==> src/rtl/gts_pkg.sv <==
// Package for the GF(2) tensor span tracker: request and response structs,
// codes, reset constants and small helper functions. No dependencies.
`timescale 1ns / 1ps
`default_nettype none

package gts_pkg;

  // Default capacities of the two echelon bases.
  localparam int LINE_CAP_DEF = 8;
  localparam int SUM_CAP_DEF  = 12;

  // Reset values of the target registers.
  localparam logic [3:0][15:0] RESET_TARGETS = {16'h8200, 16'h4100, 16'h0082, 16'h0041};
  localparam logic [2:0]       RESET_TCOUNT  = 3'd4;
  localparam logic [2:0]       MAX_TARGETS   = 3'd4;

  // Request function codes.
  localparam logic FUNC_INSERT  = 1'b0;
  localparam logic FUNC_RESTART = 1'b1;

  // Response status codes.
  localparam logic [1:0] ST_DEP  = 2'd0;
  localparam logic [1:0] ST_HIT  = 2'd1;
  localparam logic [1:0] ST_EXT  = 2'd2;
  localparam logic [1:0] ST_FULL = 2'd3;

  // Configuration register indexes.
  localparam logic [2:0] REG_TVEC0  = 3'd0;
  localparam logic [2:0] REG_TVEC1  = 3'd1;
  localparam logic [2:0] REG_TVEC2  = 3'd2;
  localparam logic [2:0] REG_TVEC3  = 3'd3;
  localparam logic [2:0] REG_TCOUNT = 3'd4;

  typedef struct packed {
    logic       func;
    logic [3:0] left_factor;
    logic [3:0] right_factor;
  } in_req_t;

  typedef struct packed {
    logic [1:0] status;
    logic [3:0] line_count;
    logic [3:0] sum_dim;
    logic [3:0] hit_count;
  } out_rsp_t;

  // One stored basis vector with its pivot (lowest set bit).
  typedef struct packed {
    logic [15:0] vec;
    logic [3:0]  piv;
  } basis_entry_t;

  // Result of one elimination step.
  typedef struct packed {
    logic [15:0] vec;
    logic [3:0]  low_bit;
    logic        is_zero;
  } step_res_t;

  // Tensor product: bit 4*i+j is a[i] AND b[j].
  function automatic logic [15:0] outer_product(input logic [3:0] a, input logic [3:0] b);
    logic [15:0] t;
    t = '0;
    for (int i = 0; i < 4; i++) begin
      t[4*i +: 4] = a[i] ? b : 4'h0;
    end
    return t;
  endfunction

  // Clamp a count to the four-bit output range.
  function automatic logic [3:0] sat15(input logic [4:0] x);
    return x[4] ? 4'hF : x[3:0];
  endfunction

endpackage

`default_nettype wire

==> src/rtl/gts_step_unit.sv <==
// Shared elimination step: clears the pivot bit of the working vector with
// one basis entry, and finds the lowest set bit. Uses gts_pkg.
`timescale 1ns / 1ps
`default_nettype none

module gts_step_unit (
  input  wire logic [15:0]          vec,
  input  wire gts_pkg::basis_entry_t entry,
  input  wire logic                 apply,
  output gts_pkg::step_res_t        res
);

  logic [3:0] low;

  // Lowest set bit of the incoming vector, zero when the vector is zero.
  always_comb begin
    low = 4'd0;
    for (int i = 15; i >= 0; i--) begin
      if (vec[i]) begin
        low = 4'(i);
      end
    end
  end

  // Add the basis vector when the working vector has its pivot set.
  always_comb begin
    res.vec     = (apply && vec[entry.piv]) ? (vec ^ entry.vec) : vec;
    res.low_bit = low;
    res.is_zero = (vec == 16'h0000);
  end

endmodule

`default_nettype wire

==> src/rtl/gts_basis_file.sv <==
// Small register file holding one echelon basis: one write and one read
// port, read registered. Uses gts_pkg for the entry type.
`timescale 1ns / 1ps
`default_nettype none

module gts_basis_file #(
  parameter int DEPTH = gts_pkg::LINE_CAP_DEF,
  parameter int AW    = (DEPTH > 1) ? $clog2(DEPTH) : 1
) (
  input  wire logic                  clk,
  input  wire logic                  we,
  input  wire logic [AW-1:0]         waddr,
  input  wire gts_pkg::basis_entry_t wdata,
  input  wire logic [AW-1:0]         raddr,
  output gts_pkg::basis_entry_t      rdata
);

  gts_pkg::basis_entry_t mem [DEPTH];
  gts_pkg::basis_entry_t rdata_r;

  // Write port; entries are valid only below the owner's fill count.
  always_ff @(posedge clk) begin
    if (we) begin
      mem[waddr] <= wdata;
    end
  end

  // Read port, registered, zero outside the array.
  always_ff @(posedge clk) begin
    if (32'(raddr) < DEPTH) begin
      rdata_r <= mem[raddr];
    end else begin
      rdata_r <= '0;
    end
  end

  assign rdata = rdata_r;

endmodule

`default_nettype wire

==> src/rtl/gf2_tensor_span_tracker.sv <==
// Top level of the GF(2) tensor span tracker: sequencer, counters, target
// registers and output register. Uses gts_pkg, gts_step_unit, gts_basis_file.
//
// Usage: a request on in_* (valid/ready) either inserts the line
// left_factor (x) right_factor or restarts the tracker from the target
// registers. Every request gives exactly one response on out_* with a
// status and the line, sum and hit counts after the request.
// The cfg_* port writes the target registers with no handshake; new values
// are used at the next restart request.
// Timing: one request at a time. An independent insert is answered after
// the shared step unit walks the line basis and then the sum basis one
// entry per cycle; a dependent insert stops after the line basis. A full
// line basis answers without walking either basis. A restart walks the
// current sum basis once per target.
// in_ready is high only while the sequencer is idle.
// Reset: the sequencer seeds the sum basis from the reset targets with
// in_ready low; no response is produced for this.
// Stall: a response waits in the output register; a finished request waits
// in its last state until the output register is free.
`timescale 1ns / 1ps
`default_nettype none

module gf2_tensor_span_tracker #(
  parameter int LINE_CAP = gts_pkg::LINE_CAP_DEF,
  parameter int SUM_CAP  = gts_pkg::SUM_CAP_DEF
) (
  input  wire logic              clk,
  input  wire logic              rst_n,
  input  wire logic              in_valid,
  output logic                   in_ready,
  input  wire gts_pkg::in_req_t  in_data,
  output logic                   out_valid,
  input  wire logic              out_ready,
  output gts_pkg::out_rsp_t      out_data,
  input  wire logic              cfg_we,
  input  wire logic [2:0]        cfg_index,
  input  wire logic [15:0]       cfg_wdata
);

  localparam int MAX_CAP = (LINE_CAP > SUM_CAP) ? LINE_CAP : SUM_CAP;
  localparam int CW      = $clog2(MAX_CAP + 1);
  localparam int LAW     = (LINE_CAP > 1) ? $clog2(LINE_CAP) : 1;
  localparam int SAW     = (SUM_CAP > 1) ? $clog2(SUM_CAP) : 1;

  localparam logic [2:0] S_IDLE = 3'd0;
  localparam logic [2:0] S_LINE = 3'd1;
  localparam logic [2:0] S_SUM  = 3'd2;
  localparam logic [2:0] S_TGT  = 3'd3;
  localparam logic [2:0] S_DONE = 3'd4;

  logic [2:0]               state_r, state_nxt;
  logic [CW-1:0]            idx_r, idx_nxt;
  logic [2:0]               tgt_r, tgt_nxt;
  logic [15:0]              vec_r, vec_nxt;
  logic                     restart_r, restart_nxt;
  logic                     boot_r, boot_nxt;
  logic [CW-1:0]            line_dim_r, line_dim_nxt;
  logic [CW-1:0]            sum_dim_r, sum_dim_nxt;
  logic [3:0]               hit_r, hit_nxt;
  logic [1:0]               status_r, status_nxt;
  logic                     out_valid_r, out_valid_nxt;
  gts_pkg::out_rsp_t        out_data_r, out_data_nxt;
  logic [3:0][15:0]         tvec_r;
  logic [2:0]               tcount_r;

  logic                     line_we, sum_we;
  gts_pkg::basis_entry_t    line_rd, sum_rd, new_entry, step_entry;
  gts_pkg::step_res_t       step;
  logic                     step_apply;
  logic [2:0]               tgt_limit;
  logic [15:0]              tgt_vec;
  logic                     load_out;

  // Target registers, written through the configuration port.
  always_ff @(posedge clk) begin
    if (!rst_n) begin
      tvec_r   <= gts_pkg::RESET_TARGETS;
      tcount_r <= gts_pkg::RESET_TCOUNT;
    end else if (cfg_we) begin
      case (cfg_index)
        gts_pkg::REG_TVEC0:  tvec_r[0] <= cfg_wdata;
        gts_pkg::REG_TVEC1:  tvec_r[1] <= cfg_wdata;
        gts_pkg::REG_TVEC2:  tvec_r[2] <= cfg_wdata;
        gts_pkg::REG_TVEC3:  tvec_r[3] <= cfg_wdata;
        gts_pkg::REG_TCOUNT: tcount_r  <= cfg_wdata[2:0];
        default: ;
      endcase
    end
  end

  // The seeding pass after reset always uses the reset targets.
  always_comb begin
    if (boot_r) begin
      tgt_limit = gts_pkg::MAX_TARGETS;
      tgt_vec   = gts_pkg::RESET_TARGETS[tgt_r[1:0]];
    end else begin
      tgt_limit = (tcount_r > gts_pkg::MAX_TARGETS) ? gts_pkg::MAX_TARGETS : tcount_r;
      tgt_vec   = tvec_r[tgt_r[1:0]];
    end
  end

  // Basis storage. Reads use the next index, so the entry for idx_r is
  // ready in the cycle that works on it.
  gts_basis_file #(.DEPTH(LINE_CAP), .AW(LAW)) u_line_file (
    .clk   (clk),
    .we    (line_we),
    .waddr (line_dim_r[LAW-1:0]),
    .wdata (new_entry),
    .raddr (idx_nxt[LAW-1:0]),
    .rdata (line_rd)
  );

  gts_basis_file #(.DEPTH(SUM_CAP), .AW(SAW)) u_sum_file (
    .clk   (clk),
    .we    (sum_we),
    .waddr (sum_dim_r[SAW-1:0]),
    .wdata (new_entry),
    .raddr (idx_nxt[SAW-1:0]),
    .rdata (sum_rd)
  );

  // The shared step unit works on the line basis or the sum basis.
  always_comb begin
    if (state_r == S_LINE) begin
      step_entry = line_rd;
      step_apply = (idx_r < line_dim_r);
    end else begin
      step_entry = sum_rd;
      step_apply = (state_r == S_SUM) && (idx_r < sum_dim_r);
    end
  end

  gts_step_unit u_step (
    .vec   (vec_r),
    .entry (step_entry),
    .apply (step_apply),
    .res   (step)
  );

  assign new_entry = '{vec: vec_r, piv: step.low_bit};

  // Sequencer.
  always_comb begin
    state_nxt    = state_r;
    idx_nxt      = idx_r;
    tgt_nxt      = tgt_r;
    vec_nxt      = vec_r;
    restart_nxt  = restart_r;
    boot_nxt     = boot_r;
    line_dim_nxt = line_dim_r;
    sum_dim_nxt  = sum_dim_r;
    hit_nxt      = hit_r;
    status_nxt   = status_r;
    line_we      = 1'b0;
    sum_we       = 1'b0;
    load_out     = 1'b0;
    case (state_r)
      S_IDLE: begin
        if (in_valid) begin
          if (in_data.func == gts_pkg::FUNC_RESTART) begin
            line_dim_nxt = '0;
            sum_dim_nxt  = '0;
            hit_nxt      = 4'd0;
            tgt_nxt      = 3'd0;
            restart_nxt  = 1'b1;
            state_nxt    = S_TGT;
          end else if (line_dim_r == CW'(LINE_CAP)) begin
            status_nxt = gts_pkg::ST_FULL;
            state_nxt  = S_DONE;
          end else begin
            vec_nxt     = gts_pkg::outer_product(in_data.left_factor, in_data.right_factor);
            idx_nxt     = '0;
            restart_nxt = 1'b0;
            state_nxt   = S_LINE;
          end
        end
      end
      S_LINE: begin
        if (idx_r < line_dim_r) begin
          vec_nxt = step.vec;
          idx_nxt = idx_r + 1'b1;
        end else if (step.is_zero) begin
          status_nxt = gts_pkg::ST_DEP;
          state_nxt  = S_DONE;
        end else begin
          line_we      = 1'b1;
          line_dim_nxt = line_dim_r + 1'b1;
          idx_nxt      = '0;
          state_nxt    = S_SUM;
        end
      end
      S_SUM: begin
        if (idx_r < sum_dim_r) begin
          vec_nxt = step.vec;
          idx_nxt = idx_r + 1'b1;
        end else begin
          if (!step.is_zero && (sum_dim_r < CW'(SUM_CAP))) begin
            sum_we      = 1'b1;
            sum_dim_nxt = sum_dim_r + 1'b1;
          end
          if (restart_r) begin
            tgt_nxt   = tgt_r + 1'b1;
            state_nxt = S_TGT;
          end else if (step.is_zero) begin
            status_nxt = gts_pkg::ST_HIT;
            if (hit_r != 4'hF) begin
              hit_nxt = hit_r + 1'b1;
            end
            state_nxt = S_DONE;
          end else begin
            status_nxt = gts_pkg::ST_EXT;
            state_nxt  = S_DONE;
          end
        end
      end
      S_TGT: begin
        if (tgt_r < tgt_limit) begin
          vec_nxt   = tgt_vec;
          idx_nxt   = '0;
          state_nxt = S_SUM;
        end else if (boot_r) begin
          boot_nxt  = 1'b0;
          state_nxt = S_IDLE;
        end else begin
          status_nxt = gts_pkg::ST_DEP;
          state_nxt  = S_DONE;
        end
      end
      S_DONE: begin
        if (!out_valid_r || out_ready) begin
          load_out  = 1'b1;
          state_nxt = S_IDLE;
        end
      end
      default: begin
        state_nxt = S_IDLE;
      end
    endcase
  end

  // Output register.
  always_comb begin
    out_valid_nxt = out_valid_r;
    out_data_nxt  = out_data_r;
    if (out_valid_r && out_ready) begin
      out_valid_nxt = 1'b0;
    end
    if (load_out) begin
      out_valid_nxt           = 1'b1;
      out_data_nxt.status     = status_r;
      out_data_nxt.line_count = gts_pkg::sat15(5'(line_dim_r));
      out_data_nxt.sum_dim    = gts_pkg::sat15(5'(sum_dim_r));
      out_data_nxt.hit_count  = hit_r;
    end
  end

  // Control state; reset starts the seeding pass.
  always_ff @(posedge clk) begin
    if (!rst_n) begin
      state_r     <= S_TGT;
      idx_r       <= '0;
      tgt_r       <= 3'd0;
      restart_r   <= 1'b1;
      boot_r      <= 1'b1;
      line_dim_r  <= '0;
      sum_dim_r   <= '0;
      hit_r       <= 4'd0;
      out_valid_r <= 1'b0;
    end else begin
      state_r     <= state_nxt;
      idx_r       <= idx_nxt;
      tgt_r       <= tgt_nxt;
      restart_r   <= restart_nxt;
      boot_r      <= boot_nxt;
      line_dim_r  <= line_dim_nxt;
      sum_dim_r   <= sum_dim_nxt;
      hit_r       <= hit_nxt;
      out_valid_r <= out_valid_nxt;
    end
  end

  // Payload registers.
  always_ff @(posedge clk) begin
    vec_r      <= vec_nxt;
    status_r   <= status_nxt;
    out_data_r <= out_data_nxt;
  end

  assign in_ready  = (state_r == S_IDLE);
  assign out_valid = out_valid_r;
  assign out_data  = out_data_r;

  // The fill counts never pass the capacities.
  assert property (@(posedge clk) disable iff (!rst_n)
    (line_dim_r <= CW'(LINE_CAP)) && (sum_dim_r <= CW'(SUM_CAP)))
    else $error("basis fill count above capacity");

  // An accepted request keeps the sequencer busy in the next cycle.
  assert property (@(posedge clk) disable iff (!rst_n)
    (in_valid && in_ready) |=> !in_ready)
    else $error("sequencer ready right after accepting a request");

  // A full status is only reported with a full line basis.
  assert property (@(posedge clk) disable iff (!rst_n)
    (out_valid && out_data.status == gts_pkg::ST_FULL) |->
      (out_data.line_count == gts_pkg::sat15(5'(LINE_CAP))))
    else $error("full status with a line basis that is not full");

  // A hit is always counted.
  assert property (@(posedge clk) disable iff (!rst_n)
    (out_valid && out_data.status == gts_pkg::ST_HIT) |-> (out_data.hit_count != 4'd0))
    else $error("hit status with a zero hit count");

endmodule

`default_nettype wire
==> config.mk <==
export PLATFORM = sky130hd
export DESIGN_NAME = gf2_tensor_span_tracker
export DESIGN_NICKNAME = d
export VERILOG_FILES = /design/src/rtl/gts_pkg.sv /design/src/rtl/gts_step_unit.sv /design/src/rtl/gts_basis_file.sv /design/src/rtl/gf2_tensor_span_tracker.sv
export SDC_FILE = /design/constraint.sdc
export NUM_CORES = 1
export LEC_CHECK = 0
export BUFFER_PORTS_ARGS = -buffer_cell sky130_fd_sc_hd__buf_4
export CORE_UTILIZATION = 56
export DETAILED_ROUTE_END_ITERATION = 12
export GPL_TIMING_DRIVEN = 0
export MAX_ROUTING_LAYER = met4
export PLACE_DENSITY_LB_ADDON = 0.15
export SLEW_MARGIN = 20
export SYNTH_ARGS = -nofsm -noshare
export SYNTH_HDL_FRONTEND = slang
export SYNTH_SLANG_ARGS = --single-unit
==> constraint.sdc <==
create_clock -name clk -period 4.37 [get_ports clk]
set_input_delay 0 -clock clk [delete_from_list [all_inputs] [get_ports clk]]
set_output_delay 0 -clock clk [all_outputs]
set_load 0.02 [all_outputs]
### Word level (Yosys, flattened, before mapping)

Memories as Yosys holds them, arrays and structs flattened. A register that Yosys moved wholly into a read port is not among the register bits.
Index checks and enable logic that the tools add are counted.

| operators by class | value |
|---|---|
| equality and inequality tests | 31 |
| bitwise logic cells | 2 |
| reduce and logical (&&, ||, !) cells | 29 |
| mux-type cells | 103 |
| magnitude comparators | 8 |
| add/subtract/negate cells | 5 |

Operators by type and width:

| operator | count |
|---|---|
| 2-to-1 mux 16 bit | 10 |
| 2-to-1 mux 4 bit | 37 |
| binary-select mux 16 bit (select 2 bit) | 2 |
| one-hot mux 16 bit (4 select lines) | 1 |
| 2-to-1 mux 3 bit | 16 |
| != test 2 bit, second input constant | 15 |
| one-hot mux 4 bit (2 select lines) | 3 |
| 2-to-1 mux 2 bit | 10 |
| 2-to-1 mux 20 bit | 1 |
| 2-to-1 mux 1 bit | 18 |
| adder 4 x 1 -> 4 bit, second input constant | 4 |
| logical NOT 16 bit | 1 |
| one-hot mux 4 bit (4 select lines) | 1 |
| XOR 16 bit | 1 |
| one-hot mux 3 bit (5 select lines) | 1 |
| AND reduction 5 bit | 3 |
| AND reduction 7 bit | 2 |
| == test 3 x 2 -> 1 bit, second input constant | 4 |
| != test 2 x 1 -> 1 bit, second input constant | 6 |
| AND reduction 2 bit | 6 |
| AND reduction 10 bit | 1 |
| < comparator 4 bit | 2 |
| < comparator 4 bit, second input constant | 2 |
| one-hot mux 2 bit (4 select lines) | 1 |
| 20 further kinds | 30 |

| word-level totals | value |
|---|---|
| output and inout port bits | 16 |
| word-level logic and storage cells | 200 |
| register bits after elaboration | 124 |
| bits in writable memories | 400 |
| input port bits | 33 |
| memories | 2 |

Memories:

| name | words | bits a word | read ports | clocked after memory_dff | write ports | RTL line | source |
|---|---|---|---|---|---|---|---|
| u_sum_file.mem | 12 | 20 | 1 | 1 | 1 | gts_basis_file.sv:18 | `gts_pkg::basis_entry_t mem [DEPTH];` |
| u_line_file.mem | 8 | 20 | 1 | 1 | 1 | gts_basis_file.sv:18 |  |

### Logic depth before layout (Yosys ltp)

Gate-level depths: netlist of run 1.

| depth | value |
|---|---|
| depth after elaboration | 16 |
| mapped depth | 15 |
| gate-level depth less buffers | 11 |

### Hierarchy

Synthesis of run 1 repeated with hierarchy kept, for this count alone.

| second synthesis, totals | value |
|---|---|
| cell total of the unflattened synthesis | 1390 |
| area, all modules | 22570.4 um2 |

By module, submodules not included:

| module | cells each | instances | area each (um2) | sequential area each (um2) |
|---|---|---|---|---|
| gts_basis_file at u_sum_file | 422 | 1 | 9535.4 | 7607.3 |
| gts_basis_file at u_line_file | 264 | 1 | 6612.6 | 5205.0 |
| gf2_tensor_span_tracker | 624 | 1 | 5886.9 | 2802.7 |
| gts_step_unit | 80 | 1 | 535.5 | 0.0 |

### Least setup slack after synthesis of run 1

No wires, ideal clock.

| timing | value |
|---|---|
| path type | register -> register |
| start | register state_r[1] |
| end | register vec_r[0], enable pin |
| path buffers | 1 |
| slack | 248 ps |
| cell stages (with the launch flop) | 10 |
| data arrival time | 3691 ps |
| path through | dfxtp_1 -> clkbuf_1 -> nor3b_1 -> mux2i_1 -> mux4_2 -> mux2_2 -> nor2_1 -> a21oi_1 -> a22oi_1 -> nor4_1 |

| between the ends | value |
|---|---|
| word-level cells in the longest chain between the ends | 3 |

RTL lines:

| item | RTL line | source |
|---|---|---|
| start, declared | gf2_tensor_span_tracker.sv:51 | `logic [2:0] state_r, state_nxt;` |
| start signal, assigned | gf2_tensor_span_tracker.sv:270 | `state_r <= state_nxt;` |
| == test 3 x 2 -> 1 bit (tied with other cells) | gf2_tensor_span_tracker.sv:157 | `case (state_r)` |
| != test 2 bit (no source line) (tied with other cells) | - |  |
| AND reduction 7 bit (no source line) * | - |  |
| end signal, assigned | gf2_tensor_span_tracker.sv:284 | `vec_r <= vec_nxt;` |
| end, declared | gf2_tensor_span_tracker.sv:54 | `logic [15:0] vec_r, vec_nxt;` |

Mark *: on every way between the ends. The rest lies on a longest branch, timed or not.
A chain may end at the register's enable or synchronous reset.

### Final worst setup path of run 1

| timing | value |
|---|---|
| start | register line_dim_r[1] |
| end | register u_sum_file.rdata[15] (netlist name) |

| between the ends | value |
|---|---|
| word-level cells in the longest chain between the ends | 7 |

RTL lines:

| item | RTL line | source |
|---|---|---|
| start, declared | gf2_tensor_span_tracker.sv:57 | `logic [CW-1:0] line_dim_r, line_dim_nxt;` |
| start signal, assigned | gf2_tensor_span_tracker.sv:275 | `line_dim_r <= line_dim_nxt;` |
| == test 4 bit | gf2_tensor_span_tracker.sv:167 | `end else if (line_dim_r == CW'(LINE_CAP)) begin` |
| 2-to-1 mux 4 bit | gf2_tensor_span_tracker.sv:167 |  |
| 2-to-1 mux 4 bit | gf2_tensor_span_tracker.sv:160 | `if (in_data.func == gts_pkg::FUNC_RESTART) begin` |
| 2-to-1 mux 4 bit | gf2_tensor_span_tracker.sv:159 | `if (in_valid) begin` |
| one-hot mux 4 bit (4 select lines) * | gf2_tensor_span_tracker.sv:157 |  |
| < comparator 4 bit | gts_basis_file.sv:30 | `if (32'(raddr) < DEPTH) begin` |
| logical NOT 1 bit (no source line) | - |  |

Marked as above.

==> results of run 1 <==
cell usage after synthesis (6+ instances only):
library cell | instances | area [um2]
a21boi_0 | 59 | 443
o221a_2 | 6 | 67.6
xnor2_1 | 7 | 61.3
edfxtp_1 | 432 | 13000
nand3_1 | 14 | 70.1
inv_1 | 20 | 75.1
nor4_1 | 10 | 62.6
nor2_1 | 41 | 154
a21oi_1 | 74 | 370
o221ai_1 | 8 | 70.1
a222oi_1 | 20 | 200
a221o_1 | 8 | 80.1
o2bb2ai_1 | 20 | 175
nor2b_1 | 11 | 68.8
o21ai_0 | 22 | 110
a221oi_1 | 47 | 412
mux2_2 | 21 | 236
nor3_1 | 14 | 70.1
and2_1 | 22 | 138
or2_2 | 7 | 43.8
dfxtp_1 | 132 | 2640
a22o_1 | 40 | 350
ha_1 | 20 | 250
buf_2 | 24 | 120
clkbuf_1 | 72 | 270
a311o_1 | 19 | 190
mux2i_1 | 139 | 1390
nand2b_1 | 7 | 43.8
mux4_2 | 20 | 450
a22oi_1 | 57 | 428
nand2_1 | 216 | 811
buf_6 | 10 | 113
a31oi_1 | 22 | 138
cell families after synthesis:
kind of cell    after synthesis
mux                         180
compound gates              432
flops                       564
fa+ha+maj                    20
simple gates                370
buf+inv                     137
xor+xnor                      9
routing by layer:
| layer | up-vias | GRT usage, % | part of all wire [%] |
|---|---|---|---|
| met5 | - | - | 0 |
| met4 | 0 | 13.0 | 4.2 |
| met3 | 187 | 5.25 | 10 |
| met2 | 927 | 51.6 | 48 |
| met1 | 8001 | 41.6 | 37 |
| li1 | 7078 | - | - |
power by group through the flow:
stage / logic (W) / registers (W) / clock network, W
4_1_cts: 0.00534 / 0.00760 / 0.00478
5_1_grt: 0.00598 / 0.00760 / 0.00498
3_3_place_gp: 0.00434 / 0.00808 / 0
3_5_place_dp: 0.00456 / 0.00807 / 0
2_1_floorplan: 0.00308 / 0.00755 / 0
6_report: 0.00568 / 0.00757 / 0.00474
layout make-up:
cell class | instances | area, um2 | share of cell area [%]
Multi-Input combinational cell | 1011 | 7540 | 27.4
Buffer | 117 | 568 | 2.07
Tap cell | 532 | 666 | 2.42
Sequential cell | 564 | 15600 | 56.8
Clock inverter | 28 | 246 | 0.896
Timing Repair Buffer | 131 | 1230 | 4.46
Inverter | 20 | 75.1 | 0.273
Clock buffer | 76 | 1560 | 5.67
worst register-to-register path, cell delays in order, from the launching register on:
cell,delay (ns)
dfxtp_1,0.58
inv_1,0.17
ha_1,0.32
a2111oi_2,0.52
nor4_2,0.15
o32ai_2,0.89
or2_2,0.24
clkbuf_2,0.28
buf_2,0.37
a221oi_1,0.17
a311o_1,0.42
how the worst min path moves through the flow:
stage                   from                      end  slack [ns]
4_1_cts           in_data[2]       vec_r[2]$_DFFE_PP_       0.007
2_1_floorplan  cfg_wdata[15]  tvec_r[63]$_SDFFE_PN1P_        0.12
6_report          in_data[0]       vec_r[0]$_DFFE_PP_        0.04
5_1_grt           in_data[3]       vec_r[3]$_DFFE_PP_        0.04
3_3_place_gp    cfg_wdata[7]  tvec_r[23]$_SDFFE_PN1P_        0.25
3_5_place_dp    cfg_wdata[7]  tvec_r[23]$_SDFFE_PN1P_        0.25
what timing repair did:
item | CTS | global route
cloned | 0 | 0
hold buffers | 35 | 0
setup endpoints to repair | 41 | 33
buffers inserted | 19 | 12
resized for setup | 6 | 10
hold endpoints to repair | 90 | 0
per-stage QoR:
stage,power [W],hold WS [ns]
finish,0.0180,0.0358
global route,0.0186,0.0450
CTS,0.0177,0.00713
detailed placement,0.0126,0.252
global placement,0.0124,0.246
floorplan,0.0106,0.124
state kept, by name (all words and copies together) (netlist names):
| signal | count |
|---|---|
| out_data | 14 |
| tgt_r | 3 |
| vec_r | 16 |
| hit_r | 4 |
| tvec_r | 64 |
| u_sum_file.rdata | 20 |
| tcount_r | 3 |
| u_line_file.rdata | 20 |
| sum_dim_r | 4 |
| out_valid | 1 |
| idx_r | 4 |
| u_sum_file.mem | 240 |
| boot_r | 1 |
| state_r | 3 |
| status_r | 2 |
| u_line_file.mem | 160 |
| line_dim_r | 4 |
| restart_r | 1 |
==> results.ini, run 1 <==
[placed_design]
hpwl_mm = 42.9
io_buffers = 48
gp_congestion = 0.898
dp.cells = 2309
place_area_mm2 = 0.0250
post-place-ws_ns = -0.612

[worst_hold_path]
hold_path_class = in2reg
hold_depth = 4

[setup_path]
end_kind = flip-flop
r2r_slack_ns = 0.12
crit_path_end = u_sum_file.rdata[15]$_SDFF_PP0_
required_ns = 4.85
cp-start-kind = flip-flop
crit_family = compound AO/OA/AOI/OAI gates
rr_startpoint = line_dim_r[1]$_SDFFE_PN0P_
slowest_delay_ns = 0.89
crit_arrival_ns = 4.73
r2r_cells = 10
regToRegEndpoint = u_sum_file.rdata[15]$_SDFF_PP0_
worstSetupPathType = reg2reg
crit_start = line_dim_r[1]$_SDFFE_PN0P_
cp_max_fo = 10
crit_chain = inv_1 > ha_1 > a2111oi_2 > nor4_2 > o32ai_2 > or2_2 > clkbuf_2 > buf_2 > a221oi_1 > a311o_1
crit_path_top_delay_cell = o32ai_2
path_buf_inv = 3
crit_cells = 10

[routing]
drt_iter0_drc = 2240
antenna_left = 0
drt_wl_total_mm = 67.1
vias = 16200
drcViolationCount = 0
vias_per_cell = 6.53
wl_per_cell_um = 27.1
drt-pass1-iter-count = 6

[synth]
synth_cells = 1712
synth_edf_count = 432
async_flop_share_pct = 0
synth_cell_types = 71
yosys.area_share.simple_pct = 7.10
ys_warn_count = 0
synth_xor_area_share_pct = 0.333
synth.mux.area_fraction_pct = 8.79
synth_compound_area_share_pct = 13.9
syn_area_mm2 = 0.0236
syn_area_per_cell_um2 = 13.8
ys_seq_elements = 564
synth.net_count = 1765
synth-seq-area-share_pct = 66.1
synth_top_family_by_area = compound AO/OA/AOI/OAI gates
synthAdderAreaFrac_pct = 1.06
synth_ff_type = edfxtp_1

[floorplan]
die_area_mm2 = 0.0430
die-height_um = 207
coreArea_mm2 = 0.0412
fp.dieW_um = 207
start_util_pct = 57.4
pin_count = 49
row_count = 74

[clocking]
cts.sinks = 564
tritoncts = built
clockRootBuffer = clkbuf_16
htree_levels = 2
numCtsBuffers = 56
cts_buffer_depth = 3
clk_pin_slew_ns = 0.06
clock_latency_ns = 0.62

[sta]
min_period_over_period_pct = 97.2
tightest_slew_ns = 1.14
final.setup.tns_ns = 0
final-hold-violation-count = 0
rsz0062_at_grt = false
period_needed_ns = 4.25
fmax_mhz = 235
slew_headroom_pct = 24.3
slew_viol_final = 0
skew_ns = 0.0310
layout_setup_ws_ns = 0.121
setup_viol = 0

[power]
sequentialPowerShare_pct = 42.1
p_int_w = 0.0118
p_leak_nw = 9.58
p_per_area_mw_per_mm2 = 654
power_frac_comb_pct = 31.6
swShare_pct = 34.5
irDropWorstVdd_mv = 0.434
p_sw_w = 0.00620
p_clk_share_pct = 26.3

[global_routing]
grt_usage_pct = 32.4
gr-total-overflow = 0
grt_pass1_wl_mm = 100
grt_max_degree = 21
grt_pass1_vias = 16100
antenna_found_initial = 3

[cells_and_area]
drive_gt1_share_pct = 16.1
areaGrowthSynthToFinish_pct = 16.3
fin_cells = 2479
layout_common_cells = edfxtp_1 (432), nand2_1 (216), mux2i_1 (139), dfxtp_1 (132), clkbuf_1 (83)
fin_util_pct = 66.7
antenna_cells = 0
stdcell_area_mm2 = 0.0275
layout_commonest_cell = edfxtp_1
fill_cells = 2925
final_nets = 1954

[status]
run_status = finished clean

[job]
maxCapViolCount = 0

Note: power is estimated with default switching activity, not from simulation.
==> inputs of run 2 (changes only) <==
- CELL_PAD_IN_SITES_DETAIL_PLACEMENT: unset -> 2
- CELL_PAD_IN_SITES_GLOBAL_PLACEMENT: unset -> 2
- CORE_UTILIZATION: 56 -> 41
==> run 2 against run 1 <==
  * Non-clock buffer count grew 2
  * Combinational power is 12% higher
  * Clock power is 7.6% higher
  * Global-route usage decreased by 3.3 points
  * Clock skew decreased by 0.0073 ns
  * First-iteration DRC count fell by 40%
  * Setup slack lost 0.018 ns
  * Largest cell class unchanged
  * Largest power group unchanged
==> results.ini, run 2 (synthesis results as in run 1) <==
[setup_path]
r2r_cells = 11
worstSetupPathType = reg2reg
cp_max_fo = 10
cp-start-kind = flip-flop
rr_startpoint = vec_r[9]$_DFFE_PP_
end_kind = flip-flop
crit_arrival_ns = 4.84
crit_start = vec_r[9]$_DFFE_PP_
r2r_slack_ns = 0.10
crit_path_end = u_sum_file.rdata[4]$_SDFF_PP0_
regToRegEndpoint = u_sum_file.rdata[4]$_SDFF_PP0_
required_ns = 4.94

[clocking]
clk_pin_slew_ns = 0.07
htree_levels = 2
tritoncts = built
cts_buffer_depth = 3
clockRootBuffer = clkbuf_16
cts.sinks = 564
numCtsBuffers = 60
clock_latency_ns = 0.65

[sta]
setup_viol = 0
fmax_mhz = 234
slew_headroom_pct = 36.6
final-hold-violation-count = 0
tightest_slew_ns = 0.952
skew_ns = 0.0238
whs_ns = 0.0408
slew_viol_final = 0
period_needed_ns = 4.27
final.setup.tns_ns = 0
min_period_over_period_pct = 97.6

[cells_and_area]
final_nets = 1960
layout_commonest_cell = edfxtp_1
reg_top3 = u_sum_file.mem: 240 flops, u_line_file.mem: 160 flops, tvec_r: 64 flops
stdcell_area_mm2 = 0.0281
fill_cells = 5383
multi_input_area_mm2 = 0.00765
seqCellArea_mm2 = 0.0156
fin_util_pct = 49.5
top_register = u_sum_file.mem
fin_cells = 2715
layout_common_cells = edfxtp_1 (432), nand2_1 (216), mux2i_1 (138), dfxtp_1 (132), buf_4 (85)
drive_gt1_share_pct = 18.1
largest_register_ffs = 240
areaGrowthSynthToFinish_pct = 18.7

[placed_design]
dp.cells = 2539
io_buffers = 48
gp_congestion = 0.844
hpwl_mm = 54.5
place_area_mm2 = 0.0253

[global_routing]
antenna_found_initial = 2
grt_pass1_wl_mm = 122
grt_usage_pct = 29.0
grt_max_degree = 21
grt_pass1_vias = 17900
gr-total-overflow = 0

[routing]
vias_per_cell = 6.12
drt-pass1-iter-count = 5
drcViolationCount = 0
drt_wl_total_mm = 83.1
drt_iter0_drc = 1340
vias = 16600
antenna_left = 0
wl_per_cell_um = 30.6

[floorplan]
die_area_mm2 = 0.0586
coreArea_mm2 = 0.0567
pin_count = 49
fp.dieW_um = 242
die-height_um = 242
row_count = 87
start_util_pct = 41.7

[power]
irDropWorstVdd_mv = 0.345
p_per_area_mw_per_mm2 = 679
p_leak_nw = 9.71

[worst_hold_path]
hp-start = cfg_we
hold_path_class = in2reg

[job]
maxCapViolCount = 0

[status]
run_status = finished clean

==> run 2: area by class of cell <==
class / instances / area share (%)
Buffer: 116 / 2.06
Sequential cell: 564 / 55.6
Clock buffer: 84 / 5.99
Antenna cell: 2 / 0.0178
Multi-Input combinational cell: 1011 / 27.3
Inverter: 20 / 0.268
Clock inverter: 28 / 0.892
Timing Repair Buffer: 134 / 4.49
Tap cell: 756 / 3.37
==> run 2: timing repair <==
action	CTS	global route
setup buffers	18	11
pin swaps	2	0
gates resized for setup	27	16
cloned	0	0
setup endpoints to repair	118	177
endpoints found under the hold margin	90	0
hold buffers	32	0
==> run 2: worst min path at each step <==
stage | endpoint | slack [ns] | depth (start not counted)
6_report | tcount_r[1]$_SDFFE_PN0P_ | 0.04 | 5
4_1_cts | tcount_r[1]$_SDFFE_PN0P_ | 0.01 | 5
3_3_place_gp | tvec_r[46]$_SDFFE_PN1P_ | 0.24 | 3
3_5_place_dp | tvec_r[40]$_SDFFE_PN1P_ | 0.26 | 3
5_1_grt | tcount_r[1]$_SDFFE_PN0P_ | 0.07 | 5
2_1_floorplan | tvec_r[63]$_SDFFE_PN1P_ | 0.12 | 2
==> run 2: where the power goes <==
part | internal, W | switching, W | leakage, nW
Combinational | 0.00219 | 0.00420 | 3.76
Sequential | 0.00698 | 0.000576 | 5.01
Clock | 0.00287 | 0.00224 | 0.942
Total | 0.0120 | 0.00702 | 9.71
==> run 2: worst max-delay path: stages, from the launching register on <==
cell	delay (ns)
edfxtp_1	0.61
buf_8	0.25
nor4_4	0.35
nand4_1	0.31
nor4_4	0.48
or3_1	0.25
a22o_1	0.29
buf_2	0.25
buf_2	0.38
mux2i_1	0.15
a221oi_1	0.60
a311o_1	0.25
==> run 2: metal layers <==
| layer | share of wire, % | vias to the layer above | wire (um) | GRT usage [%] |
|---|---|---|---|---|
| met2 | 49 | 629 | 40500 | 47.7 |
| met5 | 0 | - | 0 | - |
| li1 | - | 7078 | - | - |
| met3 | 5.4 | 152 | 4460 | 4.07 |
| met4 | 2.8 | 0 | 2360 | 7.59 |
| met1 | 43 | 8750 | 35700 | 37.8 |
==> run 2: per-stage QoR <==
step                setup WS [ns]  power, W
floorplan                   0.248    0.0106
global placement            -1.86    0.0128
detailed placement          -1.06    0.0134
CTS                       0.00555    0.0188
global route              -0.0284    0.0196
finish                      0.103    0.0191
